==> config.mk <==
export PLATFORM = sky130hd
export DESIGN_NAME = input_activity_selector
export DESIGN_NICKNAME = d
export VERILOG_FILES = /design/src/rtl/ais_pkg.sv /design/src/rtl/input_activity_selector.sv /design/src/rtl/ais_window.sv /design/src/rtl/ais_select.sv
export SDC_FILE = /design/constraint.sdc
export NUM_CORES = 2
export LEC_CHECK = 0
export BUFFER_PORTS_ARGS = -buffer_cell sky130_fd_sc_hd__buf_2
export CAP_MARGIN = 25
export CORE_MARGIN = 2
export CORE_UTILIZATION = 38
export CTS_BUF_LIST = sky130_fd_sc_hd__clkbuf_8 sky130_fd_sc_hd__clkbuf_16
export CTS_CLUSTER_SIZE = 12
export DETAILED_ROUTE_END_ITERATION = 16
export GPL_TIMING_DRIVEN = 0
export PLACE_DENSITY_LB_ADDON = 0.12
export SETUP_SLACK_MARGIN = 0.05
export SLEW_MARGIN = 20
export SYNTH_ARGS = -nofsm -noshare
export SYNTH_HDL_FRONTEND = slang
export SYNTH_SLANG_ARGS = --single-unit
==> constraint.sdc <==
create_clock -name i_clk -period 12.1 [get_ports i_clk]
set_input_delay 1.21 -clock i_clk [delete_from_list [all_inputs] [get_ports i_clk]]
set_output_delay 1.21 -clock i_clk [all_outputs]
set_load 0.005 [all_outputs]
==> src/rtl/ais_pkg.sv <==
// Package with shared constants and types of the input activity selector.
package ais_pkg;
    localparam int SAMPLE_W      = 12;
    localparam int DT_W          = 12;
    localparam int THRESH_W      = 15;
    localparam int DEV_W         = 3;
    localparam int WINDOW_DEF    = 6;
    localparam int ACT_W         = 16;
    localparam int APB_DATA_W    = 32;

    localparam logic [SAMPLE_W-1:0] POS_MAX    = 12'd4095;
    localparam logic [SAMPLE_W-1:0] POS_RESET  = 12'd2048;
    localparam logic [THRESH_W-1:0] THRESH_RESET = 15'd800;

    localparam logic [DEV_W-1:0] DEV_NONE   = 3'd0;
    localparam logic [DEV_W-1:0] DEV_SLIDER = 3'd1;
    localparam logic [DEV_W-1:0] DEV_KNOB   = 3'd2;
    localparam logic [DEV_W-1:0] DEV_STICK  = 3'd3;
    localparam logic [DEV_W-1:0] DEV_BUTTON = 3'd4;

    localparam logic [0:0] REG_THRESHOLD = 1'b0;

    typedef logic [ACT_W-1:0]    t_activity;
    typedef logic [SAMPLE_W-1:0] t_sample;

    // Per-channel summary that feeds the device selection.
    typedef struct packed {
        t_activity activity;
        t_sample   average;
    } t_chan_stat;

    // Button request data held for the selection stage.
    typedef struct packed {
        logic            down;
        logic            up;
        logic [DT_W-1:0] dt;
    } t_button;
endpackage

==> src/rtl/input_activity_selector.sv <==
// An accepted request waits in the button stage until the output is free.
// Throughput: one request per cycle while the output does not stall; windows
// are written on accept and read by the selection stage as the request moves on.
// Reset: synchronous and active low; it clears windows, totals, slot,
// device (none), position (2048) and sets the threshold to 800.
module input_activity_selector import ais_pkg::*; #(
    parameter int WINDOW = WINDOW_DEF
) (
    input  logic                   i_clk,
    input  logic                   i_rst_n,
    input  logic                   s_axis_tvalid,
    output logic                   s_axis_tready,
    // slider[11:0], knob[23:12], stick[35:24], down[36], up[37], dt[49:38]
    input  logic [55:0]            s_axis_tdata,
    output logic                   m_axis_tvalid,
    input  logic                   m_axis_tready,
    // position[11:0]
    output logic [15:0]            m_axis_tdata,
    // device_kind[2:0]
    output logic [DEV_W-1:0]       m_axis_tuser,
    input  logic                   psel,
    input  logic                   penable,
    input  logic                   pwrite,
    input  logic [0:0]             paddr,
    input  logic [APB_DATA_W-1:0]  pwdata,
    output logic [APB_DATA_W-1:0]  prdata,
    output logic                   pready
);
    localparam int SLOT_W = $clog2(WINDOW);

    logic [SLOT_W-1:0]    r_slot;
    logic [THRESH_W-1:0]  r_threshold;
    logic                 r_b_valid;
    t_button              r_button;
    logic                 r_out_valid;
    logic                 in_acc;
    logic                 b_adv;
    t_chan_stat           st_slider;
    t_chan_stat           st_knob;
    t_chan_stat           st_stick;
    t_sample              position;

    assign pready = 1'b1;
    assign prdata = (paddr == REG_THRESHOLD) ? APB_DATA_W'(r_threshold) : '0;

    assign b_adv         = r_b_valid && (!r_out_valid || m_axis_tready);
    assign s_axis_tready = i_rst_n && (!r_b_valid || b_adv);
    assign in_acc        = s_axis_tvalid && s_axis_tready;

    always_ff @(posedge i_clk) begin
        if (!i_rst_n) begin
            r_threshold <= THRESH_RESET;
            r_slot      <= '0;
            r_b_valid   <= 1'b0;
            r_out_valid <= 1'b0;
        end else begin
            if (psel && penable && pwrite && pready && paddr == REG_THRESHOLD) begin
                r_threshold <= pwdata[THRESH_W-1:0];
            end
            if (in_acc) begin
                r_slot <= (r_slot == SLOT_W'(WINDOW - 1)) ? '0 : r_slot + 1'b1;
            end
            r_b_valid <= in_acc || (r_b_valid && !b_adv);
            if (b_adv) begin
                r_out_valid <= 1'b1;
            end else if (m_axis_tready) begin
                r_out_valid <= 1'b0;
            end
        end
    end

    always_ff @(posedge i_clk) begin
        if (in_acc) begin
            r_button.down <= s_axis_tdata[36];
            r_button.up   <= s_axis_tdata[37];
            r_button.dt   <= s_axis_tdata[49:38];
        end
    end

    ais_window #(.WINDOW(WINDOW)) u_slider (
        .i_clk    (i_clk),
        .i_rst_n  (i_rst_n),
        .i_wr     (in_acc),
        .i_slot   (r_slot),
        .i_sample (s_axis_tdata[11:0]),
        .o_stat   (st_slider)
    );

    ais_window #(.WINDOW(WINDOW)) u_knob (
        .i_clk    (i_clk),
        .i_rst_n  (i_rst_n),
        .i_wr     (in_acc),
        .i_slot   (r_slot),
        .i_sample (s_axis_tdata[23:12]),
        .o_stat   (st_knob)
    );

    ais_window #(.WINDOW(WINDOW)) u_stick (
        .i_clk    (i_clk),
        .i_rst_n  (i_rst_n),
        .i_wr     (in_acc),
        .i_slot   (r_slot),
        .i_sample (s_axis_tdata[35:24]),
        .o_stat   (st_stick)
    );

    ais_select u_select (
        .i_clk       (i_clk),
        .i_rst_n     (i_rst_n),
        .i_en        (b_adv),
        .i_threshold (r_threshold),
        .i_slider    (st_slider),
        .i_knob      (st_knob),
        .i_stick     (st_stick),
        .i_button    (r_button),
        .o_device    (m_axis_tuser),
        .o_position  (position)
    );

    assign m_axis_tvalid = r_out_valid;
    assign m_axis_tdata  = {4'b0000, position};
endmodule

==> src/rtl/ais_window.sv <==
// Sample ring of one channel with running total, activity and average.
module ais_window import ais_pkg::*; #(
    parameter int WINDOW = WINDOW_DEF
) (
    input  logic                        i_clk,
    input  logic                        i_rst_n,
    input  logic                        i_wr,
    input  logic [$clog2(WINDOW)-1:0]   i_slot,
    input  t_sample                     i_sample,
    output t_chan_stat                  o_stat
);
    localparam int TOT_W = $clog2(WINDOW * 4096);
    localparam int SHIFT = TOT_W + $clog2(WINDOW);
    localparam logic [SHIFT:0] RECIP = (SHIFT + 1)'((2 ** SHIFT + WINDOW - 1) / WINDOW);
    localparam int PROD_W = TOT_W + SHIFT + 1;

    t_sample            r_ring [WINDOW];
    logic [TOT_W-1:0]   r_total;
    logic [PROD_W-1:0]  prod;
    t_activity          diff [WINDOW-1];
    t_activity          acc;

    always_ff @(posedge i_clk) begin
        if (!i_rst_n) begin
            for (int i = 0; i < WINDOW; i++) begin
                r_ring[i] <= '0;
            end
            r_total <= '0;
        end else if (i_wr) begin
            r_ring[i_slot] <= i_sample;
            r_total <= r_total - TOT_W'(r_ring[i_slot]) + TOT_W'(i_sample);
        end
    end

    always_comb begin
        for (int i = 0; i < WINDOW - 1; i++) begin
            if (r_ring[i] > r_ring[i+1]) begin
                diff[i] = ACT_W'(r_ring[i] - r_ring[i+1]);
            end else begin
                diff[i] = ACT_W'(r_ring[i+1] - r_ring[i]);
            end
        end
        acc = '0;
        for (int i = 0; i < WINDOW - 1; i++) begin
            acc = acc + diff[i];
        end
    end

    assign prod = PROD_W'(r_total) * PROD_W'(RECIP);
    assign o_stat.activity = acc;
    assign o_stat.average  = prod[SHIFT +: SAMPLE_W];
endmodule

==> src/rtl/ais_select.sv <==
// Device selection and position update, holding the device and position registers.
module ais_select import ais_pkg::*; (
    input  logic                 i_clk,
    input  logic                 i_rst_n,
    input  logic                 i_en,
    input  logic [THRESH_W-1:0]  i_threshold,
    input  t_chan_stat           i_slider,
    input  t_chan_stat           i_knob,
    input  t_chan_stat           i_stick,
    input  t_button              i_button,
    output logic [DEV_W-1:0]     o_device,
    output t_sample              o_position
);
    logic [DEV_W-1:0]    r_device;
    logic [DEV_W-1:0]    n_device;
    t_sample             r_position;
    t_sample             n_position;
    t_activity           thr;
    logic signed [13:0]  step_pos;

    assign thr = ACT_W'(i_threshold);

    always_comb begin
        if (i_slider.activity > thr) begin
            n_device = DEV_SLIDER;
        end else if (i_knob.activity > thr) begin
            n_device = DEV_KNOB;
        end else if (i_stick.activity > thr) begin
            n_device = DEV_STICK;
        end else if (i_button.down || i_button.up) begin
            n_device = DEV_BUTTON;
        end else begin
            n_device = r_device;
        end

        step_pos = $signed({2'b00, r_position});
        if (i_button.down) begin
            step_pos = step_pos - $signed({2'b00, i_button.dt});
        end
        if (i_button.up) begin
            step_pos = step_pos + $signed({2'b00, i_button.dt});
        end

        case (n_device)
            DEV_SLIDER: n_position = POS_MAX - i_slider.average;
            DEV_KNOB:   n_position = i_knob.average;
            DEV_STICK:  n_position = POS_MAX - i_stick.average;
            DEV_BUTTON: begin
                if (step_pos < 0) begin
                    n_position = '0;
                end else if (step_pos > $signed({2'b00, POS_MAX})) begin
                    n_position = POS_MAX;
                end else begin
                    n_position = step_pos[SAMPLE_W-1:0];
                end
            end
            default:    n_position = r_position;
        endcase
    end

    always_ff @(posedge i_clk) begin
        if (!i_rst_n) begin
            r_device   <= DEV_NONE;
            r_position <= POS_RESET;
        end else if (i_en) begin
            r_device   <= n_device;
            r_position <= n_position;
        end
    end

    assign o_device   = r_device;
    assign o_position = r_position;
endmodule

Yosys cells after proc, flatten, opt, wreduce, memory -nomap -nowiden
Memories as Yosys holds them, arrays and structs flattened. A register that Yosys moved wholly into a read port is not among the register bits. Index checks and enable logic that the tools add are counted.

Output and inout port bits: 54. Bits in read-only memories: 0. RAM bits: 216. Register bits: 94. Bits of input ports: 96. Bits in latches: 0. Logic and storage cells: 164. Memories kept: 3.

Equality and inequality tests: 5. Multipliers: 3. $lt $le $gt $ge: 20. Div/mod/pow operators: 0. Bitwise gates (word level): 1. Reduce and logical (&&, ||, !) cells: 20. Shift operators: 0. Mux-type cells: 47. $add $sub $neg: 53.

Memories: u_knob.r_ring (words 6, bits a word 12, rd ports 7, clocked after memory_dff 1, write ports 6, line ais_window.sv:17) `t_sample r_ring [WINDOW];`; u_slider.r_ring (words 6, bits a word 12, rd ports 7, clocked after memory_dff 1, write ports 6, line ais_window.sv:17); u_stick.r_ring (words 6, bits a word 12, rd ports 7, clocked after memory_dff 1, write ports 6, line ais_window.sv:17).

Operators with widths (count): $sub A12 B12 Y13 (31); $mux W16 (15); $add A16 B16 Y16 (12); $gt A12 B12 Y1 (15); $mul A15 B16 Y30 const B (3); $mux W12 (5); $gt A16 B15 Y1 (3); $pmux W12 S4 (1); $add A15 B12 Y15 (3); $sub A15 B12 Y15 (3); $mux W3 (14); $reduce_or A12 Y1 (3); $mux W14 (2); $sub A12 B12 Y12 const A (2); $mux W15 (1); $add A14 B13 Y14 (1); $gt A14 B13 Y1 const B (1); $lt A14 B1 Y1 const B (1); $mux W1 (9); $logic_and A1 B1 Y1 (7); $eq A3 B2 Y1 const B (2); $eq A3 B3 Y1 const B (2); $logic_or A1 B1 Y1 (4); $reduce_bool A4 Y1 (1); 6 further kinds (8).

Longest topological paths before layout
An unclocked memory read counts as a cell.

Depth after elaboration: 14. Mapped depth: 41.

By module
Synthesis repeated with hierarchy kept, for this count alone.

Cells, all modules: 5775. Area total of the unflattened synthesis: 53447.5 um2.

Modules (own cells, without submodules): ais_window (u_knob) (instances 1, cells an instance 1749, area an instance 16361.9 um2); ais_window (u_slider) (instances 1, cells an instance 1730, area an instance 16064.2 um2); ais_window (u_stick) (instances 1, cells an instance 1680, area an instance 15894.0 um2); ais_select (instances 1, cells an instance 473, area an instance 3594.7 um2); input_activity_selector (instances 1, cells an instance 143, area an instance 1532.7 um2).

Worst setup path before layout
Ideal clock, no wire load.

Path kind: register to register. From: memory u_slider.r_ring[4][1] (netlist name). To: register u_select.r_position[7] (netlist: u_select.o_position[7]). Arrival time: 8.597 ns. Period minus slack after synthesis: 8.723 ns. Path buffers: 1. Setup time: 0.125 ns. Stages on the path, launching flop included: 39. Setup slack: 3.377 ns. Cells stage by stage: edfxtp_1 inv_1 ha_1 nor2b_1 o21ai_0 a21boi_0 o21a_1 o21ai_0 a211oi_1 o22ai_1 clkbuf_1 mux2_2 fa_1 inv_1 fa_1 inv_1 fa_1 ha_1 [... 3 more ...] or2_2 or3_1 a31oi_1 nor2b_1 o21ai_0 nor2b_1 xnor2_1 ha_1 nand4_1 a21oi_1 nor2_1 nor4b_1 o21ai_0 mux2i_1 a21boi_2 a21boi_0 o211a_1 o32ai_2.

RTL lines: start: declaration (line ais_window.sv:17); end signal: assignment (line ais_select.sv:67) `r_position <= n_position;`; end: declaration (line ais_select.sv:16) `t_sample r_position;`.

==> run metrics <==
outcome finished, final reports clean; H-Tree Depth 2; critical path endpoint category register; vias in the first global route just over 40000; Final Hold Violating Endpoints 0; WP data arrival roughly 11 ns; largest net degree at the start of global routing 27; clock buffer depth 3; Mean Syn Cell Area between 9 and 10 um^2; Worst path slowest cell edfxtp_1; worst min-delay path class register to register; first-pass GRT wire length roughly 260000 um; FF+latch count, synth slightly below 400; final core utilization 41.8%; Multi-input gate area 0.0369 mm^2; vias around 40000; cts bufs inserted 47; initial antenna violation count 11; drt drc 0; Async SR Flop Fraction 0%; Max-slew headroom ~29%; most used cell, CP fa_1; Fin Setup TNS 0 ns; die width about 370 um; DR WL/cell 22.7 um; final clock skew between 0.07 and 0.08 ns; number of synthesized flops with an enable pin ~300; gpl congestion roughly 0.96; MaxCap Viol Count 0; Die Span Y about 370 um; I/O Pins 150; postcts setup bufs 0; Pre-Repair DR Iteration Count 6; CP Launch Type register; Period Utilization, post-route about nine tenths; Synth Warn # 0; CTS tree built; Post-synth top cells inv_1, ha_1, nor2_1, fa_1, a21oi_1; GRT Util Overall about 25%; Setup Viol. Count Final 0; Seq/Total Area, Yosys approximately a fifth; Worst-Margin Slew roughly 1.0 ns; Final nets 7082; Tmin final ~11 ns; layout cells sized above 1 between 8 and 9%; clk root buf clkbuf_16; layout overhead on the synthesized area 9.02%; Final HPWL DP between 100000 and 150000 um; FF/Latch Area 0.0107 mm^2; Distinct cells, synth 108; full die area between 0.1 and 0.15 mm^2; Max Slew Vio Count 0; DRT iter0 DRCs between 3000 and 4000; hold buffers post-CTS 0; WP data required 12.60 ns; Antenna Nets Post-Route 0; Fillers 13600; most common cell in the netlist inv_1; Core Region around 0.14 mm^2; Congestion Overflow GR 0; RSZ-0062 raised after global routing no; CTS clk-pin slew, worst paths about 0.060 ns; Max Freq 92.8 MHz; Cell Rows about 140; Post-Synthesis Cells around 5600; Synth Flop Type edfxtp_1; final WL between 150000 and 200000 um; Num Clock Sinks 385; vias per cell between 5 and 6; CP Class register to register; crit path max fanout 10; post-synth top area cell ha_1; Synth top area share between 10% and 20%; Initial Util between 30% and 40%; synthesized area 0.0521 mm^2; max incr delay on CP 0.53 ns; cts repair resizes 0; clk_lat worst skew about 0.65 ns; largest cells by area after synthesis ha_1, edfxtp_1, fa_1; Port Buffer Count roughly 100
## state kept, by name, summed over array words and instances, names as in the netlist, 14 cells and up, named ones only
register,count
u_knob.r_total,15
u_knob.r_ring,96
r_threshold,15
u_stick.r_total,15
u_slider.r_total,15
r_button,14
u_slider.r_ring,96
u_stick.r_ring,96
## layer usage
layer / global-route usage [%] / vias up / part of all wire [%]
li1: - / 19700 / -
met1: 34.5 / 20200 / 46
met2: 39.9 / 1059 / 46
met3: 3.15 / 163 / 5.5
met4: 6.18 / 16 / 2.8
met5: 0 / - / 0.053
## final timing paths
check | endpoint | start | slack, ns | depth (start not counted)
max | u_select.o_position[2] | u_slider.r_ring[4][1] | 1.33 | 37
min | r_threshold[7] | r_threshold[7] | 0.45 | 2
max reg2reg | u_select.o_position[2] | u_slider.r_ring[4][1] | 1.33 | 37
min reg2reg | r_threshold[7] | r_threshold[7] | 0.45 | 2
## logic make-up after synthesis
kind of cell / Yosys count / synth area share (%)
DFF: 385 / 20.6
adders and majority gates: 1202 / 34.3
xor gates and xnor gates: 264 / 4.47
AOI/OAI and AO/OA: 1199 / 15.1
muxes: 233 / 6.39
other: 2 / 0.0144
and+or+nand+nor: 1138 / 10.4
buffers and inverters: 1171 / 8.77
## critical path, delay by kind of cell, from the launching register on
family / cells / cell delay, ns
fa+ha+maj: 7 / 2.89
flops: 1 / 0.53
compound gates: 14 / 3.54
mux: 2 / 0.71
buf+inv: 4 / 0.86
xor+xnor: 1 / 0.36
simple gates: 9 / 1.74
## cells in the final DEF (no fill, tap or decap), types with 35 or more instances in the layout
master	count
inv_1	1001
ha_1	826
nor2_1	377
fa_1	376
a21oi_1	327
edfxtp_1	302
nand2_1	258
o21ai_0	236
xnor2_1	183
a21o_1	156
buf_2	139
clkbuf_1	93
nor3_1	85
mux2i_1	85
nand3_1	83
dfxtp_1	83
xor2_1	79
mux2_2	73
mux4_2	72
nor2b_1	52
a211oi_1	52
o21bai_1	50
nor4_1	49
nand4_1	49
clkbuf_16	49
a31oi_1	44
nand2b_1	42
o21a_1	38
o211ai_1	35
## through the flow
| stage | hold WS (ns) | setup slack [ns] | instance area [um^2] | cells |
|---|---|---|---|---|
| after global routing | 0.476 | 0.629 | 56800 | 7603 |
| after CTS | 0.453 | 1.31 | 56800 | 7600 |
| final | 0.452 | 1.33 | 56800 | 7603 |
| after detailed placement | 0.446 | 1.33 | 55300 | 7514 |
| after floorplan | 0.436 | 3.38 | 52200 | 5614 |
| after global placement | 0.442 | 0.351 | 54900 | 7497 |
## area by class of cell
class | count | area share, %
Antenna cell | 1 | 0.00441
Buffer | 183 | 1.53
Clock buffer | 50 | 2.18
Clock inverter | 36 | 0.496
Inverter | 988 | 6.53
Multi-Input combinational cell | 4058 | 65.0
Sequential cell | 385 | 18.9
Tap cell | 1781 | 3.92
Timing Repair Buffer | 121 | 1.41
Power is left out: the tool's default activity adds up to more than one toggle a clock period on the data nets, which glitch-free logic cannot reach.
